--- src/design/obrb_pkg.sv ---
// obrb_pkg: shared types and codes for the overwriting byte ring buffer
// no dependencies; used by the interfaces and every module of the block
package obrb_pkg;

    typedef enum logic [1:0] {
        KIND_PUT   = 2'd0,
        KIND_GET   = 2'd1,
        KIND_CLEAR = 2'd2
    } t_kind;

    typedef enum logic [1:0] {
        STATUS_OK        = 2'd0,
        STATUS_OVERWRITE = 2'd1,
        STATUS_EMPTY     = 2'd2
    } t_status;

    typedef enum logic {
        ST_IDLE,
        ST_READ
    } t_state;

    localparam int unsigned KIND_W   = 2;
    localparam int unsigned BYTE_W   = 8;
    localparam int unsigned STATUS_W = 2;
    localparam int unsigned LOG2_W   = 4;
    localparam logic [LOG2_W-1:0] RESET_LOG2 = 4'd8;

endpackage

--- src/design/obrb_if.sv ---
// obrb_if: valid/ready channel interfaces for command, result and config words
// depends on obrb_pkg for the field widths
interface obrb_in_if;
    logic                             valid;
    logic                             ready;
    logic [obrb_pkg::KIND_W-1:0]      kind;
    logic [obrb_pkg::BYTE_W-1:0]      write_byte;

    modport source (output valid, output kind, output write_byte, input ready);
    modport sink   (input valid, input kind, input write_byte, output ready);
endinterface

interface obrb_out_if;
    logic                             valid;
    logic                             ready;
    logic [obrb_pkg::BYTE_W-1:0]      read_byte;
    logic [obrb_pkg::STATUS_W-1:0]    status;

    modport source (output valid, output read_byte, output status, input ready);
    modport sink   (input valid, input read_byte, input status, output ready);
endinterface

interface obrb_cfg_if;
    logic                             valid;
    logic                             ready;
    logic [obrb_pkg::LOG2_W-1:0]      ring_size_log2;

    modport source (output valid, output ring_size_log2, input ready);
    modport sink   (input valid, input ring_size_log2, output ready);
endinterface

--- src/design/obrb_store.sv ---
// obrb_store: byte store, one write port and one read port, registered read data
// depends on obrb_pkg for the byte width
module obrb_store #(
    parameter int unsigned DEPTH = 256,
    parameter int unsigned AW    = 8
) (
    input  logic                          i_clk,
    input  logic                          i_we,
    input  logic [AW-1:0]                 i_waddr,
    input  logic [obrb_pkg::BYTE_W-1:0]   i_wdata,
    input  logic                          i_re,
    input  logic [AW-1:0]                 i_raddr,
    output logic [obrb_pkg::BYTE_W-1:0]   o_rdata
);
    import obrb_pkg::*;

    logic [BYTE_W-1:0] r_mem [DEPTH];
    logic [BYTE_W-1:0] r_rdata;

    always_ff @(posedge i_clk) begin
        if (i_we) begin
            r_mem[i_waddr] <= i_wdata;
        end
    end

    always_ff @(posedge i_clk) begin
        if (i_re) begin
            r_rdata <= r_mem[i_raddr];
        end
    end

    assign o_rdata = r_rdata;

endmodule

--- src/design/obrb_ctrl.sv ---
// obrb_ctrl: head/tail indices, ring mask, command sequencing and result register
// depends on obrb_pkg and the channel interfaces; drives obrb_store
module obrb_ctrl #(
    parameter int unsigned MAX_DEPTH = 256,
    parameter int unsigned AW        = 8
) (
    input  logic                          i_clk,
    input  logic                          i_rst_n,
    obrb_in_if.sink                       in_ch,
    obrb_out_if.source                    out_ch,
    obrb_cfg_if.sink                      cfg_ch,
    output logic                          o_mem_we,
    output logic [AW-1:0]                 o_mem_waddr,
    output logic [obrb_pkg::BYTE_W-1:0]   o_mem_wdata,
    output logic                          o_mem_re,
    output logic [AW-1:0]                 o_mem_raddr,
    input  logic [obrb_pkg::BYTE_W-1:0]   i_mem_rdata
);
    import obrb_pkg::*;

    localparam int unsigned LOG2_MAX   = $clog2(MAX_DEPTH + 1) - 1;
    localparam logic [4:0]  LOG2_MAX_W = 5'(LOG2_MAX);

    function automatic logic [AW-1:0] mask_from_log2(input logic [LOG2_W-1:0] k);
        logic [4:0]    k0;
        logic [4:0]    keff;
        logic [AW-1:0] m;
        k0   = (k == '0) ? 5'd1 : {1'b0, k};
        keff = (k0 > LOG2_MAX_W) ? LOG2_MAX_W : k0;
        for (int i = 0; i < AW; i++) begin
            m[i] = (5'(i) < keff);
        end
        return m;
    endfunction

    t_state              r_state, n_state;
    logic [AW-1:0]       r_wr_idx, n_wr_idx;
    logic [AW-1:0]       r_rd_idx, n_rd_idx;
    logic [AW-1:0]       r_mask, n_mask;
    logic                r_out_valid, n_out_valid;
    logic [BYTE_W-1:0]   r_rd_byte, n_rd_byte;
    logic [STATUS_W-1:0] r_status, n_status;

    logic                in_ready;
    logic                in_fire;
    logic                out_fire;
    logic                ring_full;
    logic                ring_empty;

    assign ring_full  = ((r_wr_idx - r_rd_idx) & r_mask) == r_mask;
    assign ring_empty = (r_wr_idx == r_rd_idx);
    assign in_ready   = (r_state == ST_IDLE) && (!r_out_valid || out_ch.ready);
    assign in_fire    = in_ch.valid && in_ready;
    assign out_fire   = r_out_valid && out_ch.ready;

    always_comb begin
        n_state     = r_state;
        n_wr_idx    = r_wr_idx;
        n_rd_idx    = r_rd_idx;
        n_mask      = r_mask;
        n_out_valid = r_out_valid && !out_fire;
        n_rd_byte   = r_rd_byte;
        n_status    = r_status;
        o_mem_we    = 1'b0;
        o_mem_re    = 1'b0;
        case (r_state)
            ST_IDLE: begin
                if (in_fire) begin
                    case (in_ch.kind)
                        KIND_PUT: begin
                            o_mem_we    = 1'b1;
                            n_wr_idx    = (r_wr_idx + 1'b1) & r_mask;
                            n_rd_byte   = '0;
                            n_status    = STATUS_OK;
                            n_out_valid = 1'b1;
                            if (ring_full) begin
                                n_rd_idx = (r_rd_idx + 1'b1) & r_mask;
                                n_status = STATUS_OVERWRITE;
                            end
                        end
                        KIND_GET: begin
                            if (ring_empty) begin
                                n_rd_byte   = '0;
                                n_status    = STATUS_EMPTY;
                                n_out_valid = 1'b1;
                            end else begin
                                o_mem_re = 1'b1;
                                n_rd_idx = (r_rd_idx + 1'b1) & r_mask;
                                n_state  = ST_READ;
                            end
                        end
                        KIND_CLEAR: begin
                            n_wr_idx    = '0;
                            n_rd_idx    = '0;
                            n_rd_byte   = '0;
                            n_status    = STATUS_OK;
                            n_out_valid = 1'b1;
                        end
                        default: begin
                            n_rd_byte   = '0;
                            n_status    = STATUS_OK;
                            n_out_valid = 1'b1;
                        end
                    endcase
                end
            end
            ST_READ: begin
                n_rd_byte   = i_mem_rdata;
                n_status    = STATUS_OK;
                n_out_valid = 1'b1;
                n_state     = ST_IDLE;
            end
            default: begin
                n_state = ST_IDLE;
            end
        endcase
        // config write restarts the ring
        if (cfg_ch.valid) begin
            n_mask   = mask_from_log2(cfg_ch.ring_size_log2);
            n_wr_idx = '0;
            n_rd_idx = '0;
        end
    end

    always_ff @(posedge i_clk) begin
        if (!i_rst_n) begin
            r_state     <= ST_IDLE;
            r_wr_idx    <= '0;
            r_rd_idx    <= '0;
            r_mask      <= mask_from_log2(RESET_LOG2);
            r_out_valid <= 1'b0;
        end else begin
            r_state     <= n_state;
            r_wr_idx    <= n_wr_idx;
            r_rd_idx    <= n_rd_idx;
            r_mask      <= n_mask;
            r_out_valid <= n_out_valid;
        end
    end

    always_ff @(posedge i_clk) begin
        r_rd_byte <= n_rd_byte;
        r_status  <= n_status;
    end

    assign in_ch.ready      = in_ready;
    assign cfg_ch.ready     = 1'b1;
    assign out_ch.valid     = r_out_valid;
    assign out_ch.read_byte = r_rd_byte;
    assign out_ch.status    = r_status;
    assign o_mem_waddr      = r_wr_idx;
    assign o_mem_wdata      = in_ch.write_byte;
    assign o_mem_raddr      = r_rd_idx;

`ifndef SYNTHESIS
    a_idx_in_ring: assert property (@(posedge i_clk) disable iff (!i_rst_n)
        ((r_wr_idx & ~r_mask) == '0) && ((r_rd_idx & ~r_mask) == '0))
        else $error("index outside ring mask");

    a_read_gives_word: assert property (@(posedge i_clk) disable iff (!i_rst_n)
        (r_state == ST_READ) |=> (r_out_valid && (r_state == ST_IDLE)))
        else $error("memory read did not produce a result word");

    a_empty_reads_zero: assert property (@(posedge i_clk) disable iff (!i_rst_n)
        (r_out_valid && (r_status == STATUS_EMPTY)) |-> (r_rd_byte == '0))
        else $error("empty get returned nonzero byte");

    a_no_accept_in_read: assert property (@(posedge i_clk) disable iff (!i_rst_n)
        (r_state == ST_READ) |-> !in_ready)
        else $error("command accepted while memory read pending");
`endif

endmodule

--- src/design/overwriting_byte_ring_buffer.sv ---
// overwriting_byte_ring_buffer: top level, byte fifo in a ring with oldest-byte overwrite
// put, clear and empty get give their result word in the cycle after acceptance,
// a data get passes the store's registered read port and then the result register
// throughput: one put/clear per cycle if results drain; data gets block input in ST_READ
// reset: synchronous active-low i_rst_n zeroes both indices and sets ring size 256
// depends on obrb_pkg, obrb_if, obrb_store, obrb_ctrl
module overwriting_byte_ring_buffer #(
    parameter int unsigned MAX_DEPTH = 256
) (
    input  logic          i_clk,
    input  logic          i_rst_n,
    obrb_in_if.sink       i_in,
    obrb_out_if.source    o_out,
    obrb_cfg_if.sink      i_cfg
);
    import obrb_pkg::*;

    localparam int unsigned AW = $clog2(MAX_DEPTH);

    logic              mem_we;
    logic [AW-1:0]     mem_waddr;
    logic [BYTE_W-1:0] mem_wdata;
    logic              mem_re;
    logic [AW-1:0]     mem_raddr;
    logic [BYTE_W-1:0] mem_rdata;

    obrb_ctrl #(
        .MAX_DEPTH (MAX_DEPTH),
        .AW        (AW)
    ) u_ctrl (
        .i_clk       (i_clk),
        .i_rst_n     (i_rst_n),
        .in_ch       (i_in),
        .out_ch      (o_out),
        .cfg_ch      (i_cfg),
        .o_mem_we    (mem_we),
        .o_mem_waddr (mem_waddr),
        .o_mem_wdata (mem_wdata),
        .o_mem_re    (mem_re),
        .o_mem_raddr (mem_raddr),
        .i_mem_rdata (mem_rdata)
    );

    obrb_store #(
        .DEPTH (MAX_DEPTH),
        .AW    (AW)
    ) u_store (
        .i_clk   (i_clk),
        .i_we    (mem_we),
        .i_waddr (mem_waddr),
        .i_wdata (mem_wdata),
        .i_re    (mem_re),
        .i_raddr (mem_raddr),
        .o_rdata (mem_rdata)
    );

endmodule

--- src/flat_wrapper.sv ---
// flat-port wrapper written by rule: the top's interface ports become plain ports
module overwriting_byte_ring_buffer_flat import obrb_pkg::*;
#(
    parameter int unsigned MAX_DEPTH = 256
)
  (i_clk, i_rst_n, i_in_valid, i_in_kind, i_in_write_byte, i_in_ready, o_out_valid, o_out_read_byte, o_out_status, o_out_ready, i_cfg_valid, i_cfg_ring_size_log2, i_cfg_ready);
  obrb_in_if i_in_i ();
  obrb_out_if o_out_i ();
  obrb_cfg_if i_cfg_i ();
  input  logic i_clk;
  input  logic i_rst_n;
  input wire logic [$bits(i_in_i.valid)-1:0] i_in_valid;
  input wire logic [$bits(i_in_i.kind)-1:0] i_in_kind;
  input wire logic [$bits(i_in_i.write_byte)-1:0] i_in_write_byte;
  output wire logic [$bits(i_in_i.ready)-1:0] i_in_ready;
  output wire logic [$bits(o_out_i.valid)-1:0] o_out_valid;
  output wire logic [$bits(o_out_i.read_byte)-1:0] o_out_read_byte;
  output wire logic [$bits(o_out_i.status)-1:0] o_out_status;
  input wire logic [$bits(o_out_i.ready)-1:0] o_out_ready;
  input wire logic [$bits(i_cfg_i.valid)-1:0] i_cfg_valid;
  input wire logic [$bits(i_cfg_i.ring_size_log2)-1:0] i_cfg_ring_size_log2;
  output wire logic [$bits(i_cfg_i.ready)-1:0] i_cfg_ready;
  assign i_in_i.valid = i_in_valid;
  assign i_in_i.kind = i_in_kind;
  assign i_in_i.write_byte = i_in_write_byte;
  assign i_in_ready = i_in_i.ready;
  assign o_out_valid = o_out_i.valid;
  assign o_out_read_byte = o_out_i.read_byte;
  assign o_out_status = o_out_i.status;
  assign o_out_i.ready = o_out_ready;
  assign i_cfg_i.valid = i_cfg_valid;
  assign i_cfg_i.ring_size_log2 = i_cfg_ring_size_log2;
  assign i_cfg_ready = i_cfg_i.ready;
  overwriting_byte_ring_buffer #(.MAX_DEPTH(MAX_DEPTH)) u_core (.i_clk(i_clk), .i_rst_n(i_rst_n), .i_in(i_in_i), .o_out(o_out_i), .i_cfg(i_cfg_i));
endmodule
--- config.mk ---
export PLATFORM = sky130hd
export DESIGN_NAME = overwriting_byte_ring_buffer_flat
export DESIGN_NICKNAME = d
export VERILOG_FILES = /design/src/design/obrb_pkg.sv /design/src/design/obrb_if.sv /design/src/design/obrb_store.sv /design/src/design/obrb_ctrl.sv /design/src/design/overwriting_byte_ring_buffer.sv /design/src/flat_wrapper.sv
export SDC_FILE = /design/constraint.sdc
export NUM_CORES = 2
export LEC_CHECK = 0
export BUFFER_PORTS_ARGS = -buffer_cell sky130_fd_sc_hd__buf_2
export CORE_UTILIZATION = 40
export CTS_CLUSTER_SIZE = 28
export DETAILED_ROUTE_END_ITERATION = 8
export PLACE_DENSITY_LB_ADDON = 0.3
export SYNTH_ARGS = -nofsm -noshare
export SYNTH_HDL_FRONTEND = slang
export SYNTH_HIERARCHICAL = 1
export SYNTH_SLANG_ARGS = --single-unit
--- constraint.sdc ---
create_clock -name i_clk -period 3.2 [get_ports i_clk]
set_input_delay 0.32 -clock i_clk [delete_from_list [all_inputs] [get_ports i_clk]]
set_output_delay 0.32 -clock i_clk [all_outputs]
set_load 0.01 [all_outputs]
==> metrics.yaml <==
worst_hold_path:
  worst_hold_startpoint: "i_in_write_byte[5]"
  min_path_type: "primary input to flop"
synthesis:
  synth_warnings: 6
  synth_area_leaders: "edfxtp_1 76%, mux4_2 13%, mux2i_1 1.8%"
  yosysUniqueCellTypes: 70
  avgSynthCellArea_um2: 20.6
  async_flop_share: 0
  synth_largest_area_cell: "edfxtp_1"
  syn_nets: 4003
  netlist_instances: 3974
  synth_top_area_frac: 0.759
  synth_seq_cells: 2092
  ys_seq_area_frac: 0.765
  synth-edff-count: 2066
  netlist_area_um2: 81700
  synthFlopType: "edfxtp_1"
global_route:
  grt.total_usage: 0.204
  use_met2: 0.328
  grt_use_met1: 0.283
  antenna_found_initial: 8
  grt_pass1_vias: 42025
  overflow: 0
  grt_busiest_layer: "met2"
  use_met3: 0.0343
  grt_pass1_wl_mm: 303
  grt_max_degree: 114
worst_setup_path:
  cp-start-kind: "flop"
  crit-reg2reg-launch: "u_core/u_ctrl/o_mem_raddr[0]"
  critPathLaunch: "u_core/u_ctrl/o_mem_raddr[0]"
  cp.required_ps: 3770
  crit_fanout: 27
  crit_arrival_ps: 3750
  critical_path_class: "flop to flop"
  endpoint_kind: "flop"
placed_design:
  port_buffers: 30
  dpl_cell_area_um2: 88800
  gp_congestion: 0.883
  post-place-ws_ps: -316
  post-dp-hpwl_mm: 135
clock_tree:
  cts_sinks: 2092
  cts_root_buffer: "clkbuf_16"
  cts_buffers: 205
  clk_latency_ps: 850
  cts_tree: "done"
  htreeDepth: 4
  clk_path_buf_depth: 3
  clk_pin_slew_ps: 60
power:
  combPwrFrac: 0.017
  powerDensity_nw_per_um2: 571
  p_seq_frac: 0.550
  p_leak_nw: 29.6
  swShare: 0.199
  switching_power_mw: 10.9
  power.clock.fraction: 0.433
  power.internal_mw: 43.8
  vdd_drop_max_mv: 0.625
status:
  outcome: "finished, final reports clean"
timing:
  setup_tns_ps: 0
  finalMaxSlewViolations: 0
  rsz0062_at_grt: "yes"
  slew_headroom: 0.334
  setup_violations: 0
  hold_viol: 0
  fin_crit_ps: 3170
  min_period_over_period: 0.992
  worst_slack_ps: 26.0
  final.setup_skew_ps: 30.6
  worst_pin_slew_ps: 997
  max_freq_mhz: 315
floorplan:
  die_h_um: 454
  io_pins: 32
  die-width_um: 454
  row_count: 165
  initial_core_util: 0.404
  core_area_um2: 203000
  die_area_um2: 206000
routing:
  drtAntennaViolNets: 0
  vias: 42214
  wl_per_cell_um: 28.5
  drt-total-wl_mm: 211
  drtIter0Drc: 5058
  vias_per_cell: 5.70
  drc: 0
  firstDrtPassIters: 5
final_layout:
  fillerInstances: 16587
  drive_gt1_frac: 0.291
  syn_to_final_growth_pct: 17.3
  finish.utilization: 0.473
  nets: 4581
  final_area_um2: 95900
run:
  cap_violations: 0
==> worst max-delay path: stages, from the launching register on <==
cell     delay (ps)
dfxtp_4         400
buf_12          160
buf_12          250
mux4_2          550
mux4_2          550
nor2b_1         170
nor4_2          530
buf_4           210
nor4_2           40
==> final timing paths <==
path | slack, ps | cells after the start | to
max | 30 | 8 | u_core/u_store/o_rdata[0]
min | 80 | 1 | u_core/u_store/r_mem[101][5]
max reg2reg | 30 | 8 | u_core/u_store/o_rdata[0]
min reg2reg | 560 | 1 | u_core/u_ctrl/r_mask[0]
==> cells by family after synthesis <==
group | synth area share
buffers and inverters | 0.0197
xor gates and xnor gates | 0.00129
and+or+nand+nor | 0.0313
DFF | 0.765
AOI/OAI and AO/OA | 0.0372
other | 0.0000459
adders and majority gates | 0.00162
muxes | 0.144
==> Yosys cell counts (18+ instances only) <==
library cell,n
a21oi_1,108
a22oi_1,133
buf_1,22
buf_2,32
buf_4,36
buf_6,22
clkbuf_1,117
dfxtp_1,26
edfxtp_1,2066
mux2i_1,144
mux4_2,454
nand2_1,60
nand3_1,50
nor2_1,298
nor2b_1,33
nor3_1,30
nor4_1,24
o21ai_0,18
o221ai_1,46
o22ai_1,29
==> stage by stage <==
stage	hold slack, ps	total power, mW	cells
floorplan	449	31.2	3974
global placement	548	31.6	6985
detailed placement	550	31.6	6986
CTS	43.5	55.1	7393
global route	72.4	56.1	7404
finish	75.3	54.7	7405
==> sequential cells by signal, summed over array words and instances (netlist names), 2 cells and up <==
register	flops
u_core/u_store/o_rdata	8
u_core/u_store/r_mem	2048
u_core/u_ctrl/out_ch.read_byte	8
u_core/u_ctrl/out_ch.status	2
u_core/u_ctrl/r_mask	8
u_core/u_ctrl/o_mem_raddr	8
u_core/u_ctrl/o_mem_waddr	8
==> area by class of cell <==
cell class / instances / area [um2] / area share
Sequential cell: 2092 / 62600 / 0.653
Multi-Input combinational cell: 1617 / 17800 / 0.186
Timing Repair Buffer: 621 / 5520 / 0.0576
Clock buffer: 258 / 5390 / 0.0563
Tap cell: 2672 / 3340 / 0.0349
Clock inverter: 123 / 1150 / 0.0120
Inverter: 15 / 56.3 / 0.000587
Antenna cell: 7 / 17.5 / 0.000183
==> layout by cell type, fill, tap and decap left out, types with 7 or more instances in the layout <==
master	n
xnor2_1	8
nor4_2	8
nor2_1	294
buf_12	58
dfxtp_1	20
inv_1	14
bufinv_16	19
buf_2	23
a21oi_1	107
mux4_2	454
nand2_1	60
nand3_1	50
a22oi_1	131
clkbuf_16	209
diode_2	7
nor4_1	13
a221oi_1	11
clkinv_1	56
dlygate4sd3_1	26
o21ai_0	18
o211ai_1	13
buf_4	500
clkinv_2	32
edfxtp_1	2066
nor3_1	29
o22ai_1	29
mux2i_1	143
o221ai_1	46
nor2b_1	30
clkbuf_1	50
buf_8	8
and2_1	17
a211oi_1	15
nand2b_1	12
ha_1	9
a22o_1	9
nand4_1	11
==> power groups by stage <==
stage	registers, mW	clock network (mW)	logic [mW]
floorplan	30.7	0	0.474
global placement	30.7	0	0.879
detailed placement	30.7	0	0.911
CTS	30.1	24.1	0.939
global route	30.1	25.0	0.994
finish	30.1	23.7	0.924
==> what timing repair did <==
item / 4_1_cts / 5_1_grt
pin swaps: 1 / 4
hold buffers: 26 / 0
setup buffers: 0 / 4
endpoints found under the setup margin: 9 / 7
endpoints found under the hold margin: 248 / 0
gates resized for setup: 18 / 15
cloned: 0 / 1
==> layer usage <==
metal | routed length, um | vias up
li1 | - | 17726
met2 | 102000 | 1665
met3 | 14400 | 341
met1 | 87600 | 22482
met5 | 0 | -
met4 | 6920 | 0
Power figures use the tool's default switching activity.
